<file path="src/design/assert_macros.svh">
// Assertion macros used by the top-level design file.
// Define ASSERT_OFF to compile all assertions away.
`ifndef ASSERT_MACROS_SVH
`define ASSERT_MACROS_SVH
`ifndef ASSERT_OFF
`define PSU_ASSERT(label, prop, msg) \
  label: assert property (@(posedge clk_i) disable iff (!rst_ni) (prop)) else $error(msg);
`define PSU_NEVER(label, cond, msg) \
  label: assert property (@(posedge clk_i) disable iff (!rst_ni) !(cond)) else $error(msg);
`else
`define PSU_ASSERT(label, prop, msg)
`define PSU_NEVER(label, cond, msg)
`endif
`endif

</file>
<file path="src/design/psu_pkg.sv">
package psu_pkg;

  // Sizes fixed by the item format
  localparam int unsigned DIMENSIONS_DEF = 32;
  localparam int unsigned IDX_W          = 5;
  localparam int unsigned VAL_W          = 32;
  localparam int unsigned RAND_W         = 17;
  localparam int unsigned CHI_W          = 17;
  localparam int unsigned GAIN_W         = 19;
  localparam int unsigned PADDR_W        = 4;

  // Register reset values
  localparam logic              MAXIMIZE_RST = 1'b0;
  localparam logic [CHI_W-1:0]  CHI_RST      = 17'd47748;
  localparam logic [GAIN_W-1:0] SELF_RST     = 19'd134349;
  localparam logic [GAIN_W-1:0] SOCIAL_RST   = 19'd134349;

  typedef enum logic [1:0] {
    REG_MAXIMIZE = 2'd0,
    REG_CHI      = 2'd1,
    REG_SELF     = 2'd2,
    REG_SOCIAL   = 2'd3
  } reg_e;

  typedef enum logic [2:0] {
    OP_LOAD_BOUNDS = 3'd0,
    OP_INIT_ELEM   = 3'd1,
    OP_INIT_FIT    = 3'd2,
    OP_MOVE        = 3'd3,
    OP_REPORT      = 3'd4,
    OP_SET_LOCAL   = 3'd5,
    OP_READ_BEST   = 3'd6
  } op_e;

  typedef enum logic [3:0] {
    ST_IDLE,
    ST_READ,
    ST_DIFF,
    ST_MULT,
    ST_SUM,
    ST_SCALE,
    ST_COMMIT,
    ST_COPY,
    ST_DONE
  } state_e;

  typedef struct packed {
    logic              maximize;
    logic [CHI_W-1:0]  chi;
    logic [GAIN_W-1:0] self_g;
    logic [GAIN_W-1:0] social_g;
  } cfg_t;

  // Commands from the controller to the datapath
  typedef struct packed {
    logic capture;
    logic mem_rd;
    logic diff;
    logic mult;
    logic sum;
    logic scale;
    logic commit;
    logic copy_start;
    logic copy_run;
    logic out_load;
  } dp_cmd_t;

  // Status from the datapath to the controller
  typedef struct packed {
    logic [2:0] op;
    logic       idx_ok;
    logic       improve;
    logic       copy_busy;
    logic       out_free;
  } dp_sts_t;

  // Reverse and halve a velocity, rounding toward minus infinity.
  function automatic logic [VAL_W-1:0] half_neg(input logic [VAL_W-1:0] v);
    logic signed [VAL_W:0] n;
    n = -$signed({v[VAL_W-1], v});
    return n[VAL_W:1];
  endfunction

endpackage

</file>
<file path="src/design/psu_regs.sv">
module psu_regs import psu_pkg::*; (
  input  logic               clk_i,
  input  logic               rst_ni,
  input  logic               psel,
  input  logic               penable,
  input  logic               pwrite,
  input  logic [PADDR_W-1:0] paddr,
  input  logic [31:0]        pwdata,
  output logic [31:0]        prdata,
  output logic               pready,
  output cfg_t               cfg_o
);

  cfg_t cfg_q;
  logic wr_en;
  reg_e sel;

  assign pready = 1'b1;
  assign wr_en  = psel & penable & pwrite;
  assign sel    = reg_e'(paddr[3:2]);
  assign cfg_o  = cfg_q;

  // Register writes complete in the access phase.
  always_ff @(posedge clk_i or negedge rst_ni) begin
    if (!rst_ni) begin
      cfg_q.maximize <= MAXIMIZE_RST;
      cfg_q.chi      <= CHI_RST;
      cfg_q.self_g   <= SELF_RST;
      cfg_q.social_g <= SOCIAL_RST;
    end else if (wr_en) begin
      case (sel)
        REG_MAXIMIZE: cfg_q.maximize <= pwdata[0];
        REG_CHI:      cfg_q.chi      <= pwdata[CHI_W-1:0];
        REG_SELF:     cfg_q.self_g   <= pwdata[GAIN_W-1:0];
        REG_SOCIAL:   cfg_q.social_g <= pwdata[GAIN_W-1:0];
        default: ;
      endcase
    end
  end

  // Read back.
  always_comb begin
    case (sel)
      REG_MAXIMIZE: prdata = {31'd0, cfg_q.maximize};
      REG_CHI:      prdata = {{(32-CHI_W){1'b0}}, cfg_q.chi};
      REG_SELF:     prdata = {{(32-GAIN_W){1'b0}}, cfg_q.self_g};
      REG_SOCIAL:   prdata = {{(32-GAIN_W){1'b0}}, cfg_q.social_g};
      default:      prdata = 32'd0;
    endcase
  end

endmodule

</file>
<file path="config.mk">
export PLATFORM = sky130hd
export DESIGN_NAME = psu_regs
export DESIGN_NICKNAME = d
export VERILOG_FILES = /design/src/design/assert_macros.svh /design/src/design/psu_pkg.sv /design/src/design/psu_regs.sv
export SDC_FILE = /design/constraint.sdc
export NUM_CORES = 1
export LEC_CHECK = 0
export BUFFER_PORTS_ARGS = -buffer_cell sky130_fd_sc_hd__buf_2
export CORE_UTILIZATION = 40
export CTS_BUF_LIST = sky130_fd_sc_hd__clkbuf_16
export CTS_CLUSTER_SIZE = 24
export DETAILED_ROUTE_END_ITERATION = 12
export HOLD_SLACK_MARGIN = 0.05
export PLACE_DENSITY_LB_ADDON = 0.08
export SETUP_SLACK_MARGIN = 0.2
export SKIP_CTS_REPAIR_TIMING = 1
export SYNTH_ARGS = -nofsm -noshare
export SYNTH_HDL_FRONTEND = slang
export SYNTH_SLANG_ARGS = --single-unit
</file>
<file path="constraint.sdc">
create_clock -name clk_i -period 1.1 [get_ports clk_i]
set_input_delay 0.055 -clock clk_i [delete_from_list [all_inputs] [get_ports clk_i]]
set_output_delay 0.055 -clock clk_i [all_outputs]
set_load 0.02 [all_outputs]
</file>
==> impl_summary.md <==
Detailed routing
The final wirelength is 7.44 mm. After detailed routing, the average wire length per cell comes to 18.0 um. The detail route stage leaves a number of antenna-violating nets equal to 0. For this run, design rule violations remaining after detail routing come to 18.

Before antenna repair, the detailed router went through 8 iterations. The total via count after detailed routing is 2089. The number of violations reported at the end of detailed-routing iteration 0 is 83. The number of vias per cell after detailed routing is 5.05.

Logic synthesis
The largest family of logic cells by synthesized area is multiplexers. sky130_fd_sc_hd__dfrtp_1 takes more of the synthesized area than any other cell. The proportion of synthesized chip area in sequential cells is 52.8%. The portion of synthesized area spent on multiplexers is 32.9%.

The xor and xnor fraction of the mapped netlist area is 0%. The Yosys step of the flow raised 0 warnings. The share of Yosys cell area claimed by the top area cell type is 30.5%.

In this run, distinct cell masters in the synthesized netlist total 18. The flip-flop and latch count after synthesis is 56. The synthesized netlist devotes 0% of its cell area to adder and majority cells. Ranked by total cell area, the synthesized netlist is headed by sky130_fd_sc_hd__dfrtp_1 (31%), sky130_fd_sc_hd__mux2_2 (26%), sky130_fd_sc_hd__dfstp_2 (22%), sky130_fd_sc_hd__mux2_4 (5.5%), sky130_fd_sc_hd__a22o_1 (5.2%). Synthesis handed over a netlist of 182 instances. The synthesized area is 2710 um2. The complex-gate fraction of the synthesized area is 5.18%. Of the total synthesized cell area, the portion taken by AND, OR, NAND and NOR gates is 2.22%. Dividing the synthesized area by the synthesized cell count gives 14.9 um2.

Setup path
The depth of the worst register-to-register path is 2. On the critical path, the stage with the largest delay is an instance of sky130_fd_sc_hd__mux4_2. STA puts the critical path data required time at 1.04 ns. The worst setup path is captured at a primary output. Traced cell by cell, the critical path runs through mux4_2, buf_6. Data on the critical path arrives at its endpoint at 1.35 ns. STA classifies the critical path startpoint as a flip-flop. In this design, the stage delay of the slowest critical-path cell is 0.48 ns. The cell family contributing the most delay on the critical path is multiplexers. The critical path runs through a total of 2 cells.

The startpoint-to-endpoint class of the critical path is reg2out. Together, buffers and inverters on the worst path number 1. Of all nets on the critical path, the largest fanout is 3.

STA
The final count of hold timing violations came to 0. Adding up every negative setup slack in the final design gives -4.29 ns. The minimum clock period after layout is 1.41 ns. The final number of max-transition violations was 0. Clock skew on the completed layout was measured at 0 ns.

The total setup violations reported at the end of the flow is 20. Setup repair after global routing could not meet its margin everywhere. After layout, the worst setup slack is -0.306 ns.

Based on the critical path, the design can be clocked at up to 711 MHz. The final cycle utilization of the critical path is 128%.

Min path
The path class of the lowest-slack min-delay path is in2reg. The number of cells on the worst hold path is 2.

Global routing
For this run the aggregate overflow at the end of global routing stands at 0. The initial antenna violation count is 0. The via count of the first global-routing pass is 1822.

The first-pass GRT wire length is 9.72 mm. For this run, the total global-route usage over all layers was measured as 17.7%. The maximum number of pins on one net before global-route repair is 57.

Finish
The count of inserted antenna diode cells is 0. The final layout contains 377 nets. The synthesis-to-layout area growth is 70.4%. The library cell used most frequently in the layout, excluding fill and tap cells, is sky130_fd_sc_hd__buf_6. The register with the most flip-flops in the layout has 56 of them.

After filler insertion, the fill cell instance count of the layout stands at 422. Once layout is complete, the utilization of the core stands at 71.8%. The library cells used most frequently in the layout, excluding fill and tap cells, are sky130_fd_sc_hd__buf_6 (87), sky130_fd_sc_hd__mux2_2 (38), sky130_fd_sc_hd__mux2_4 (34), sky130_fd_sc_hd__buf_2 (26), sky130_fd_sc_hd__dfstp_2 (23). The ratio of cells with drive above 1 in the final layout is 80.1%. The finished layout holds 414 standard cells, fillers aside. After routing the design area is 4610 um2.

Placement
Routability-driven placement finished with a final weighted congestion of 0.730. Summed over all nets, the half-perimeter wirelength after detailed placement is 4.35 mm. The number of placed instances, taps included is 372.

The number of input and output port buffers inserted is 100. Once placement finished, the instance area stood at 3520 um2.

Floorplanning
The total area inside the core boundary comes to 6420 um2. The effective utilization at floorplan is 42.1%. The floorplan has 29 rows. The number of primary I/O pins is 130.

The die span in y is 84.3 um. The floorplan step defined a die boundary enclosing 7100 um2. The width of the die is 84.3 um.

Pwr
Power spread over the standard cell area amounts to 1920 nW/um2. The worst ir drop on vdd is 0.00103 V. Summed over all cells, the static leakage comes to 2.19 nW.

Clock tree
The H-tree was split into 2 levels. After clock tree synthesis, the clock-pin slew on the worst setup and hold paths is 0.07 ns. CTS placed an instance of sky130_fd_sc_hd__clkbuf_16 at the clock tree root. CTS saw 56 sinks. TritonCTS created 5 clock buffers. The insertion delay to the later sink of the worst-skew pair is 0.28 ns. In this run the deepest clock path goes through 2 buffers.

TritonCTS built the clock tree.

Outcome
The final reports fail on design-rule violations, negative setup slack. The flow ran to the end, but the final reports show violations.

Run
The tool flagged a number of max-cap violations equal to 0.
-- metal layers --
layer	global-route usage [%]	share of wire, %	vias up
met5	0	0	-
met4	5.33	1.8	0
met3	3.15	4.3	10
met2	28.2	51	79
met1	24.8	43	1062
li1	-	-	938
-- area by class of cell --
type / count / area, um2 / share of cell area (%)
Timing Repair Buffer: 160 / 1620 / 35.0
Sequential cell: 56 / 1450 / 31.4
Multi-Input combinational cell: 113 / 1290 / 27.9
Clock buffer: 5 / 125 / 2.71
Tap cell: 77 / 96.3 / 2.09
Clock inverter: 3 / 38.8 / 0.841
-- kinds of logic after synthesis --
logic type             count (synthesis)
muxes                                 75
DFF                                   56
buffers and inverters                 25
AOI/OAI and AO/OA                     16
and+or+nand+nor                        8
other                                  2
-- through the flow --
step / setup slack [ns] / hold slack (ns) / power (mW)
after floorplan: -0.0162 / -0.241 / 4.81
final: -0.306 / 0.0546 / 8.87
after detailed placement: -0.124 / 0.0830 / 5.79
after CTS: -0.288 / -0.226 / 7.58
after global placement: -0.0840 / 0.0808 / 5.75
after global routing: -0.338 / 0.0552 / 9.26
-- final timing paths --
path                       slack (ns)      start   endpoint
max reg2reg                      0.16  cfg_o[39]  cfg_o[39]
min reg2reg                      0.54  cfg_o[23]  cfg_o[23]
max                             -0.31  cfg_o[55]  prdata[0]
max in group asynchronous        0.48     rst_ni   cfg_o[3]
min                              0.05  pwdata[0]  cfg_o[38]
min in group asynchronous        0.28     rst_ni  cfg_o[13]
-- Yosys cell counts (all sizes together) --
library cell   n
a22o          16
nor3b          1
dfrtp         33
mux4           1
and3           1
dfstp         23
and2           1
buf           22
nand3          1
clkbuf         3
mux2          72
and3b          1
mux2i          2
nor2b          3
conb           2
-- worst reg2reg max path, delay by kind of cell, from the launching register on --
| kind | cells | cell delay (ns) |
|---|---|---|
| buffers and inverters | 1 | 0.15 |
| multiplexers | 1 | 0.27 |
| flip-flops | 1 | 0.41 |
-- where the power goes --
group	switching (mW)	leakage, nW	internal (mW)
Combinational	1.62	1.47	2.30
Clock	0.709	0.0850	1.06
Sequential	0.465	0.628	2.72
Total	2.79	2.19	6.08
(Power assumes the default switching activity.)
