--- config.mk ---
export PLATFORM = sky130hd
export DESIGN_NAME = psu_ctrl
export DESIGN_NICKNAME = d
export VERILOG_FILES = /design/src/design/assert_macros.svh /design/src/design/psu_pkg.sv /design/src/design/psu_ctrl.sv
export SDC_FILE = /design/constraint.sdc
export NUM_CORES = 1
export LEC_CHECK = 0
export ABC_AREA = 1
export BUFFER_PORTS_ARGS = -buffer_cell sky130_fd_sc_hd__buf_4
export CAP_MARGIN = 20
export CORE_MARGIN = 2
export CORE_UTILIZATION = 28
export CTS_CLUSTER_DIAMETER = 80
export DETAILED_ROUTE_END_ITERATION = 12
export PLACE_DENSITY = 0.58
export RECOVER_POWER = 50
export SYNTH_ARGS = -nofsm -noshare
export SYNTH_HDL_FRONTEND = slang
export SYNTH_SLANG_ARGS = --single-unit
--- constraint.sdc ---
create_clock -name clk_i -period 1.15 [get_ports clk_i]
set_clock_uncertainty 0.05 [all_clocks]
set_input_delay 0.2875 -clock clk_i [delete_from_list [all_inputs] [get_ports clk_i]]
set_output_delay 0.2875 -clock clk_i [all_outputs]
set_load 0.005 [all_outputs]
--- src/design/assert_macros.svh ---
// Assertion macros used by the top-level design file.
// Define ASSERT_OFF to compile all assertions away.
`ifndef ASSERT_MACROS_SVH
`define ASSERT_MACROS_SVH
`ifndef ASSERT_OFF
`define PSU_ASSERT(label, prop, msg) \
  label: assert property (@(posedge clk_i) disable iff (!rst_ni) (prop)) else $error(msg);
`define PSU_NEVER(label, cond, msg) \
  label: assert property (@(posedge clk_i) disable iff (!rst_ni) !(cond)) else $error(msg);
`else
`define PSU_ASSERT(label, prop, msg)
`define PSU_NEVER(label, cond, msg)
`endif
`endif

--- src/design/psu_pkg.sv ---
package psu_pkg;

  // Sizes fixed by the item format
  localparam int unsigned DIMENSIONS_DEF = 32;
  localparam int unsigned IDX_W          = 5;
  localparam int unsigned VAL_W          = 32;
  localparam int unsigned RAND_W         = 17;
  localparam int unsigned CHI_W          = 17;
  localparam int unsigned GAIN_W         = 19;
  localparam int unsigned PADDR_W        = 4;

  // Register reset values
  localparam logic              MAXIMIZE_RST = 1'b0;
  localparam logic [CHI_W-1:0]  CHI_RST      = 17'd47748;
  localparam logic [GAIN_W-1:0] SELF_RST     = 19'd134349;
  localparam logic [GAIN_W-1:0] SOCIAL_RST   = 19'd134349;

  typedef enum logic [1:0] {
    REG_MAXIMIZE = 2'd0,
    REG_CHI      = 2'd1,
    REG_SELF     = 2'd2,
    REG_SOCIAL   = 2'd3
  } reg_e;

  typedef enum logic [2:0] {
    OP_LOAD_BOUNDS = 3'd0,
    OP_INIT_ELEM   = 3'd1,
    OP_INIT_FIT    = 3'd2,
    OP_MOVE        = 3'd3,
    OP_REPORT      = 3'd4,
    OP_SET_LOCAL   = 3'd5,
    OP_READ_BEST   = 3'd6
  } op_e;

  typedef enum logic [3:0] {
    ST_IDLE,
    ST_READ,
    ST_DIFF,
    ST_MULT,
    ST_SUM,
    ST_SCALE,
    ST_COMMIT,
    ST_COPY,
    ST_DONE
  } state_e;

  typedef struct packed {
    logic              maximize;
    logic [CHI_W-1:0]  chi;
    logic [GAIN_W-1:0] self_g;
    logic [GAIN_W-1:0] social_g;
  } cfg_t;

  // Commands from the controller to the datapath
  typedef struct packed {
    logic capture;
    logic mem_rd;
    logic diff;
    logic mult;
    logic sum;
    logic scale;
    logic commit;
    logic copy_start;
    logic copy_run;
    logic out_load;
  } dp_cmd_t;

  // Status from the datapath to the controller
  typedef struct packed {
    logic [2:0] op;
    logic       idx_ok;
    logic       improve;
    logic       copy_busy;
    logic       out_free;
  } dp_sts_t;

  // Reverse and halve a velocity, rounding toward minus infinity.
  function automatic logic [VAL_W-1:0] half_neg(input logic [VAL_W-1:0] v);
    logic signed [VAL_W:0] n;
    n = -$signed({v[VAL_W-1], v});
    return n[VAL_W:1];
  endfunction

endpackage

--- src/design/psu_ctrl.sv ---
module psu_ctrl import psu_pkg::*; (
  input  logic    clk_i,
  input  logic    rst_ni,
  input  logic    in_valid_i,
  output logic    in_ready_o,
  input  dp_sts_t sts_i,
  output dp_cmd_t cmd_o
);

  state_e state_q, state_d;
  logic   need_copy;

  assign need_copy = (sts_i.op == OP_INIT_FIT) || ((sts_i.op == OP_REPORT) && sts_i.improve);

  always_ff @(posedge clk_i or negedge rst_ni) begin
    if (!rst_ni) begin
      state_q <= ST_IDLE;
    end else begin
      state_q <= state_d;
    end
  end

  // Next state.
  always_comb begin
    state_d = state_q;
    case (state_q)
      ST_IDLE:   if (in_valid_i) state_d = ST_READ;
      ST_READ: begin
        if ((sts_i.op == OP_MOVE) && sts_i.idx_ok) state_d = ST_DIFF;
        else                                       state_d = ST_COMMIT;
      end
      ST_DIFF:   state_d = ST_MULT;
      ST_MULT:   state_d = ST_SUM;
      ST_SUM:    state_d = ST_SCALE;
      ST_SCALE:  state_d = ST_COMMIT;
      ST_COMMIT: state_d = need_copy ? ST_COPY : ST_DONE;
      ST_COPY:   if (!sts_i.copy_busy) state_d = ST_DONE;
      ST_DONE:   if (sts_i.out_free) state_d = ST_IDLE;
      default:   state_d = ST_IDLE;
    endcase
  end

  // Commands.
  always_comb begin
    cmd_o      = '0;
    in_ready_o = 1'b0;
    case (state_q)
      ST_IDLE: begin
        in_ready_o    = 1'b1;
        cmd_o.capture = in_valid_i;
      end
      ST_READ:  cmd_o.mem_rd = 1'b1;
      ST_DIFF:  cmd_o.diff   = 1'b1;
      ST_MULT:  cmd_o.mult   = 1'b1;
      ST_SUM:   cmd_o.sum    = 1'b1;
      ST_SCALE: cmd_o.scale  = 1'b1;
      ST_COMMIT: begin
        cmd_o.commit     = 1'b1;
        cmd_o.copy_start = need_copy;
      end
      ST_COPY:  cmd_o.copy_run = 1'b1;
      ST_DONE:  cmd_o.out_load = sts_i.out_free;
      default: ;
    endcase
  end

endmodule

==> results of run 1 <==
## per-stage QoR
stage	hold WS (ps)	util	cells
finish	260	0.656	129
global route	283	0.656	129
global placement	33.3	0.490	112
CTS	259	0.604	126
detailed placement	33.5	0.490	112
floorplan	-58.1	-	66
## routing by layer
| layer | up-vias | track usage | share of wire |
|---|---|---|---|
| met1 | 269 | 0.233 | 0.43 |
| met4 | 0 | 0.0563 | 0.027 |
| met3 | 6 | 0.0302 | 0.050 |
| met2 | 23 | 0.325 | 0.49 |
| li1 | 300 | - | - |
| met5 | - | 0 | 0 |
## power by group through the flow
| stage | sequential [mW] | clock (mW) | combinational (mW) |
|---|---|---|---|
| global placement | 0.305 | 0 | 1.11 |
| finish | 0.361 | 0.182 | 1.74 |
| CTS | 0.319 | 0.174 | 1.47 |
| detailed placement | 0.306 | 0 | 1.11 |
| global route | 0.375 | 0.193 | 1.88 |
| floorplan | 0.285 | 0 | 0.627 |
## area by class of cell
| class | count | area share |
|---|---|---|
| tap | 15 | 0.0215 |
| multi-input combinational | 46 | 0.332 |
| sequential | 4 | 0.120 |
| clock buffer | 3 | 0.0258 |
| inverter | 15 | 0.0644 |
| timing repair buffer | 46 | 0.436 |
## path summary, 6_finish.rpt
kind / from / end / depth (start not counted)
max: state_q[0] / cmd_o[2] / 6
min: sts_i[0] / state_q[3] / 4
max reg2reg: state_q[0] / state_q[0] / 10
min reg2reg: state_q[1] / state_q[2] / 3
max in group asynchronous: rst_ni / state_q[1] / 2
min in group asynchronous: rst_ni / state_q[2] / 2
## cells in the mapped netlist
library cell,n
o21bai_1,1
nand4_1,3
nand2_1,14
nand3_1,9
inv_1,12
nand2_2,2
buf_6,1
nor3_1,1
nor2_1,9
nand3_2,2
nor2_4,2
dfrtp_1,4
o21a_1,1
inv_2,3
nor2_2,2
## cells by family (layout without fill, tap and decap cells)
group	count (synthesis)	after routing	synth area share
and+or+nand+nor	44	44	0.549
AOI/OAI and AO/OA	2	2	0.0371
DFF	4	4	0.247
buffers and inverters	16	64	0.167
## cells in the final DEF, fill, tap and decap left out
cell            n
o21bai_1        1
dfrtp_2         4
dlygate4sd3_1   1
inv_2           8
nor2_2          5
inv_1           7
nand3_4         1
buf_6          10
o21a_1          1
nor3_2          1
nand3_2         3
nand3_1         7
nor2_4          3
buf_4          34
nor2_1          5
nand2_4         1
nand2_1        10
nand4_1         3
nand2_2         5
clkbuf_4        3
clkbuf_1        1
## timing repair
item,CTS,global route
pin swaps,6,6
endpoints found under the setup margin,15,15
endpoints found under the hold margin,4,0
hold buffers,1,0
gates resized for setup,14,18
setup buffers,10,3
## worst min-delay path: cells and delay by family
family / cells / cell delay (ps)
buf+inv: 2 / 130
simple gates: 2 / 90
==> impl_results.md, run 1 <==
- Final hold violations: 0
- RePlAce Congestion: 0.788
- Grt total ovfl: 0
- Antenna violations before repair: 0
- Largest delay share family, worst path: flip-flops
- Fin area: ~900 µm²
- Vias in the first global route: 584
- Internal power: 1.30 mW
- First-pass GRT wire length: 2.55 mm
- Crit path kind: reg -> out
- Chip Width: 42.1 µm
- Worst reg-to-reg setup slack: -370 ps
- Worst Hold Class: in -> reg
- Final setup fails: 15
- Register share of total power: 0.158
- Largest regs: state_q (4)
- Critical Path Max Stage Delay: 430 ps
- Std-Cell Rows: 13
- CTS tree: built
- Sw Ratio: 0.433
- First-pass DRT Iterations: 4
- Switching pwr: between 0.9 and 1 mW
- Syn nets: 76
- Final Cycle Share: 1.38
- Number of max-cap violations: 0
- Reg area: ~110 µm²
- Via count: 598
- Final Max Slew Viols: 0
- CP Capture Type: output port
- CP cell instances: inv_2 -> nand2_2 -> nor2_4 -> nand3_2 -> inv_2 -> buf_6
- Fmax: roughly 630 MHz
- Syn Inst Count: 66
- Slew @ Worst Pin: 214 ps
- # DRC: 0
- Filler cell count: approximately 110
- Area of the mapped netlist: about 410 µm²
- Clock power share: 0.080
- Post-DR vias/cell: 4.64
- Status: complete, but fails checks
- Initial DRC count: 16
- Mean cell area of the mapped netlist: 6.14 µm²
- Largest register by flop count: state_q
- Most area-consuming cells after synthesis: dfrtp_1, nand2_1, nand3_1
- Yosys warning count: 0
- Post-DRT Antenna Nets: 0
- Initial Util: 0.304
- Final setup margin: -440 ps
- Worst-path clk slew: approximately 40 ps
- RSZ-0062 raised after global routing: yes
- Largest net degree at the start of global routing: 7
- Setup WS pre-CTS: -171 ps
- Sum Neg Setup Slack: -5230 ps
- Fin crit period: roughly 1600 ps
- Pwr Total: 2.28 mW
- Ports: 21
- Post-DP HPWL: 931 µm
- Share of cells above drive strength 1: 0.684
- Footprint of the multi-input gates: 290 µm²
- Total Wirelength: 1.64 mm
- Seq/Total Area, Yosys: 0.247
- P_leak: 0.480 nW
- Die height: about 42 µm
- Area leader, netlist: dfrtp_1
- CP max FO: 4
- Avg WL per Cell: 12.7 µm
- H-tree levels: 1
- Max reg flops: 4
- Crit path arrival time: 1250 ps
- Critical Path Slowest Stage Cell: dfrtp_2
- Critical path required time: 810 ps
- Failing checks: setup timing
- CTS max path bufs: 2
- Startpoint types: flop
- Comb power frac: 0.762
- Core area: 0.00133 mm²
- Sink Count: 4
- Register bit total from synthesis: 4
- Root buffer cell: clkbuf_4
- Layout area overhead: 116%
- Pwr per Cell Area: 2610 mW/mm²
- Synth cell types: 15
- Port Buffers: 20
- Cell mode on critical path: inv_2
- Yosys top cell area share: 0.247
- Worst Path Buf+Inv: 3
- Nets: 126
- Worst IR Drop VDD: 1.18 mV
- Worst rel slew slack: 0.857
- Die ar.: 0.00177 mm²
- Total Routing Usage GR: 0.186
- CTS buffer count: 3
- Post-DP Area: 653 µm²
- Clk_lat worst skew: 240 ps
- Antenna diode count: 0
Note: power is estimated with default switching activity, not from simulation.
==> inputs of run 2 (changes only) <==
--- a/config.mk
+++ b/config.mk
@@ -6,14 +6,14 @@
 export NUM_CORES = 1
 export LEC_CHECK = 0
 export ABC_AREA = 1
-export BUFFER_PORTS_ARGS = -buffer_cell sky130_fd_sc_hd__buf_4
+export BUFFER_PORTS_ARGS = -buffer_cell sky130_fd_sc_hd__buf_2
 export CAP_MARGIN = 20
 export CORE_MARGIN = 2
 export CORE_UTILIZATION = 28
+export CTS_BUF_LIST = sky130_fd_sc_hd__clkbuf_16
 export CTS_CLUSTER_DIAMETER = 80
 export DETAILED_ROUTE_END_ITERATION = 12
 export PLACE_DENSITY = 0.58
-export RECOVER_POWER = 50
 export SYNTH_ARGS = -nofsm -noshare
 export SYNTH_HDL_FRONTEND = slang
 export SYNTH_SLANG_ARGS = --single-unit
==> run 2 against run 1 <==
Net effect: the flow still finishes with violations (setup timing); worst setup slack better by 47 ps; via count down 8.0%; power up 0.89%; count of clock-buffer cells in the layout unchanged; register-to-register slack better by 210 ps; worst hold slack better by 23 ps; wire length down 20%; sequential share of layout area up 0.83 points; core utilization down 4.2 points; flip-flop and latch count unchanged; final cell count down 3.9%.
==> impl_results.md, run 2 (same netlist as run 1, synthesis figures left out) <==
- CP cell instances: inv_2 -> buf_6 -> nand2_4 -> nor3_2 -> buf_2
- Port Buffers: 20
- Avg WL per Cell: 10.6 µm
- Antenna diode count: 0
- Switching pwr: 0.914 mW
- Chip Width: ~42 µm
- Most frequent cells in the layout: buf_2, buf_4, nand2_1
- Worst reg-to-reg setup slack: -160 ps
- CP Capture Type: output port
- Slew @ Worst Pin: 170 ps
- Root buffer cell: clkbuf_16
- Total Wirelength: around 1.3 mm
- Crit path arrival time: 1210 ps
- First-pass GRT wire length: 2.05 mm
- Largest regs: state_q (4)
- Pwr Total: 2.30 mW
- Number of max-cap violations: 0
- Final setup margin: -393 ps
- Worst Path Buf+Inv: 3
- Layout area overhead: 102%
- Critical path required time: 810 ps
- Sw Ratio: 0.397
- Crit path kind: reg -> out
- # DRC: 0
- CTS buffer count: 3
- Share of cells above drive strength 1: 0.651
- Post-DP Area: 596 µm²
- Initial Util: 0.304
- Critical Path Slowest Stage Cell: dfrtp_2
- Critical Path Max Stage Delay: between 400 and 500 ps
- Pwr per Cell Area: around 2800 mW/mm²
- Via count: 550
- DP Cell Count: 111
- Sink Count: 4
- Post-DP HPWL: 844 µm
- Final Max Slew Viols: 0
- Final hold violations: 0
- Largest delay share family, worst path: flip-flops
- Std-Cell Rows: 13
- Total Routing Usage GR: 0.158
- Initial DRC count: 9
- Worst rel slew slack: 0.887
- Comb power frac: 0.608
- RePlAce Congestion: around 0.78
- Die height: 42.1 µm
- Internal power: 1.39 mW
- Final non-filler cell total: 124
- Clock power share: 0.233
- Setup WS pre-CTS: -161 ps
- Antenna violations before repair: 0
- Commonest non-fill, non-tap cell in the layout: buf_2
- Nets: 121
- P_leak: 0.478 nW
- Final Cycle Share: 1.34
- CTS tree: built
- Sum Neg Setup Slack: -4160 ps
- Fin crit period: 1540 ps
- Worst IR Drop VDD: about 1.3 mV
- CP max FO: 4
- Post-DRT Antenna Nets: 0
- Worst Hold Class: in -> reg
- Max reg flops: 4
- Register share of total power: 0.158
- Ports: 21
- Fin area: between 800 and 900 µm²
- Fmax: 648 MHz
- Worst-path clk slew: about 30 ps
- Core area: 0.00133 mm²
- Largest net degree at the start of global routing: 7
- Startpoint types: flop
- H-tree levels: 1
- Die ar.: 0.00177 mm²
- Final setup fails: 15
- Vias in the first global route: 539
- RSZ-0062 raised after global routing: yes
- Grt total ovfl: 0
- Largest register by flop count: state_q
- Clk_lat worst skew: 220 ps
- First-pass DRT Iterations: 4
- Post-DR vias/cell: 4.44
- CTS max path bufs: 2
- Failing checks: setup timing
- Status: complete, but fails checks
==> run 2: stage by stage <==
step	hold slack, ps	utilization
global placement	41.5	0.447
global route	303	0.614
detailed placement	42.4	0.447
finish	282	0.614
CTS	282	0.566
floorplan	-58.1	-
==> run 2: path summary, 6_finish.rpt <==
| path | startpoint | to | depth (start not counted) |
|---|---|---|---|
| min in group asynchronous | rst_ni | state_q[0] | 2 |
| setup reg to reg | state_q[3] | state_q[3] | 8 |
| max in group asynchronous | rst_ni | state_q[3] | 2 |
| hold / removal | sts_i[0] | state_q[3] | 4 |
| setup / recovery | state_q[0] | cmd_o[9] | 5 |
| hold reg to reg | state_q[3] | state_q[3] | 4 |
==> run 2: tightest hold or removal path, delay by kind of cell <==
family                 cells  cell delay [ps]
buffers and inverters      2              130
and+or+nand+nor            2               90
==> run 2: repair_timing <==
item | CTS | global route
resized for setup | 10 | 16
buffers inserted | 8 | 5
endpoints found under the setup margin | 15 | 15
hold endpoints to repair | 4 | 0
pin swaps | 1 | 6
gates cloned | 0 | 0
hold buffers | 1 | 0
==> run 2: layout make-up <==
type / instances / area (µm²)
sequential: 4 / 105
fill: 115 / 515
clock buffer: 3 / 75.1
timing repair buffer: 41 / 275
multi-input combinational: 46 / 288
tap: 15 / 18.8
inverter: 15 / 56.3
==> run 2: power groups by stage <==
stage                     clock network [mW]  logic, mW  registers, mW
after global routing                   0.557       1.56          0.374
after detailed placement                   0      0.976          0.311
after CTS                              0.540       1.13          0.327
after floorplan                            0      0.627          0.285
final                                  0.538       1.40          0.365
after global placement                     0      0.978          0.315
==> run 2: layer usage <==
layer  global-route usage  routed length (µm)  vias up
li1                     -                   -      291
met1                0.169                 554      242
met2                0.244                 676       15
met3               0.0733                  70        2
met4                0.113                   9        0
met5                    0                   0        -
==> inputs of run 3 (changes only) <==
--- a/config.mk
+++ b/config.mk
@@ -14,6 +14,7 @@
 export CTS_CLUSTER_DIAMETER = 80
 export DETAILED_ROUTE_END_ITERATION = 12
 export PLACE_DENSITY = 0.58
+export REMOVE_ABC_BUFFERS = 1
 export SYNTH_ARGS = -nofsm -noshare
 export SYNTH_HDL_FRONTEND = slang
 export SYNTH_SLANG_ARGS = --single-unit
==> run 3 against run 2 <==
Net effect: the run still ends with setup timing left; count of clock-buffer cells in the layout is the same; global-route usage shrank 0.70 points; sequential share of layout area grew 0.28 points; clock power shrank 0.7%; via count grew 0.91%; die area is the same; sequential power is essentially flat; power shrank 2.8%; critical path type unchanged; critical endpoint is now cmd_o[2]; largest cell class unchanged; largest power group unchanged; highest routed layer unchanged.
==> impl_results.md, run 3 (same netlist as run 1, synthesis figures left out) <==
- Pwr Total: 2.24 mW
- Hold Startpoint: sts_i[0]
- Vias in the first global route: approximately 520
- Root buffer cell: clkbuf_16
- Final Max Slew Viols: 0
- Fin crit period: between 1000 and 1500 ps
- Footprint of the multi-input gates: 278 µm²
- Initial Util: 0.304
- Crit path kind: reg -> out
- Layout area overhead: 97.5%
- WHS Path Cells: 4
- Worst IR Drop VDD: 1.31 mV
- Port Buffers: 20
- Crit path arrival time: 1160 ps
- Critical path required time: 810 ps
- Filler cell count: 109
- Max reg flops: 4
- P_leak: 0.472 nW
- Avg WL per Cell: 10.0 µm
- RePlAce Congestion: ~0.8
- CTS buffer count: 3
- RR Endpoint: state_q[0]
- CP max FO: 4
- Slew @ Worst Pin: 162 ps
- Total Wirelength: 1.24 mm
- Share of cells above drive strength 1: 0.620
- Min Hold Slack: roughly 280 ps
- Fmax: 670 MHz
- Worst reg-to-reg setup slack: -250 ps
- Reg area: approximately 110 µm²
- First-pass GRT wire length: ~2 mm
- Failing checks: setup timing
- Sink Count: 4
- Antenna diode count: 0
- Die height: 42.1 µm
- Hold path endpoint: state_q[3]
- Post-DP HPWL: 865 µm
- Post-DP Area: 611 µm²
- Pwr per Cell Area: 2800 mW/mm²
- Final setup margin: -343 ps
- Clk_lat worst skew: 220 ps
- Ports: 21
- Chip Width: 42.1 µm
- Fin area: 801 µm²
- Core area: 0.00133 mm²
- # DRC: 0
- CTS tree: built
- Largest regs: state_q (4)
- Worst rel slew slack: 0.892
- Post-DRT Antenna Nets: 0
- Initial DRC count: 9
- Number of max-cap violations: 0
- Via count: 555
- Final Cycle Share: 1.30
- Worst Hold Class: in -> reg
- Largest net degree at the start of global routing: 7
- Antenna violations before repair: 0
- Worst-path clk slew: 30 ps
- Startpoint types: flop
- Post-DR vias/cell: 4.51
- Std-Cell Rows: 13
- CTS max path bufs: 2
- Total Routing Usage GR: 0.151
- Commonest non-fill, non-tap cell in the layout: buf_2
- First-pass DRT Iterations: 4
- Reg2reg start: state_q[0]
- Die ar.: 0.00177 mm²
- H-tree levels: 1
- Most frequent cells in the layout: buf_2, buf_4, nand2_1
- Status: complete, but fails checks
- Final hold violations: 0
- RSZ-0062 raised after global routing: yes
- Final setup fails: 15
- Nets: 120
- Grt total ovfl: 0
- Reg2Reg Depth: 10
- CP Capture Type: output port
- Largest register by flop count: state_q
[run 3: cell count changes in the layout (fill, tap and decap cells not counted)]
cell / previous run / this run
nand2_4: 2 / 1
nor2_4: 4 / 3
nor2_2: 1 / 5
buf_4: 16 / 15
nand2_2: 5 / 3
inv_1: 8 / 11
nand2_1: 9 / 12
nor2_1: 8 / 5
inv_2: 7 / 4
[run 3: through the flow]
| step | setup WS (ps) | utilization | cells | setup TNS (ps) |
|---|---|---|---|---|
| floorplan | -48.5 | - | 65 | -70.0 |
| detailed placement | -194 | 0.458 | 113 | -1250 |
| CTS | -345 | 0.578 | 121 | -3990 |
| global route | -397 | 0.600 | 123 | -5050 |
| global placement | -126 | 0.458 | 113 | -990 |
| finish | -343 | 0.600 | 123 | -4110 |
[run 3: area by class of cell]
type / count / share of cell area
repair buffers: 40 / 0.334
well taps: 15 / 0.0234
multi-input cells: 46 / 0.347
inverters: 15 / 0.0703
clock buffers: 3 / 0.0938
flip-flops and latches: 4 / 0.131
[run 3: per-layer routing]
layer / up-vias / track usage / routed length, µm
met2: 17 / 0.256 / 612
met5: - / 0 / 0
met4: 0 / 0.0563 / 17
met1: 246 / 0.190 / 554
met3: 2 / 0.0259 / 50
li1: 290 / - / -
[run 3: worst max-delay path by stage]
| stage | startpoint | depth (start not counted) | end | slack, ps |
|---|---|---|---|---|
| finish | state_q[0] | 6 | cmd_o[2] | -340 |
| CTS | state_q[3] | 6 | cmd_o[2] | -340 |
| global placement | state_q[3] | 6 | cmd_o[2] | -130 |
| global route | state_q[0] | 6 | cmd_o[2] | -400 |
| floorplan | state_q[3] | 5 | cmd_o[2] | -50 |
| detailed placement | state_q[3] | 4 | cmd_o[9] | -190 |
[run 3: critical path, stage by stage (launching register included)]
cell	delay (ps)
dfrtp_2	430
inv_2	90
nand2_2	60
nor2_4	120
nand3_2	80
inv_1	60
buf_2	100
[run 3: repair_timing]
item	4_1_cts	5_1_grt
resized for setup	15	5
setup buffers	7	2
hold endpoints to repair	4	0
hold buffers	1	0
setup endpoints to repair	14	15
pin swaps	10	2
[run 3: report_power, final]
group          internal (mW)  switching [mW]
Sequential             0.230           0.135
Clock                  0.444          0.0904
Combinational          0.687           0.654
Total                   1.36           0.879
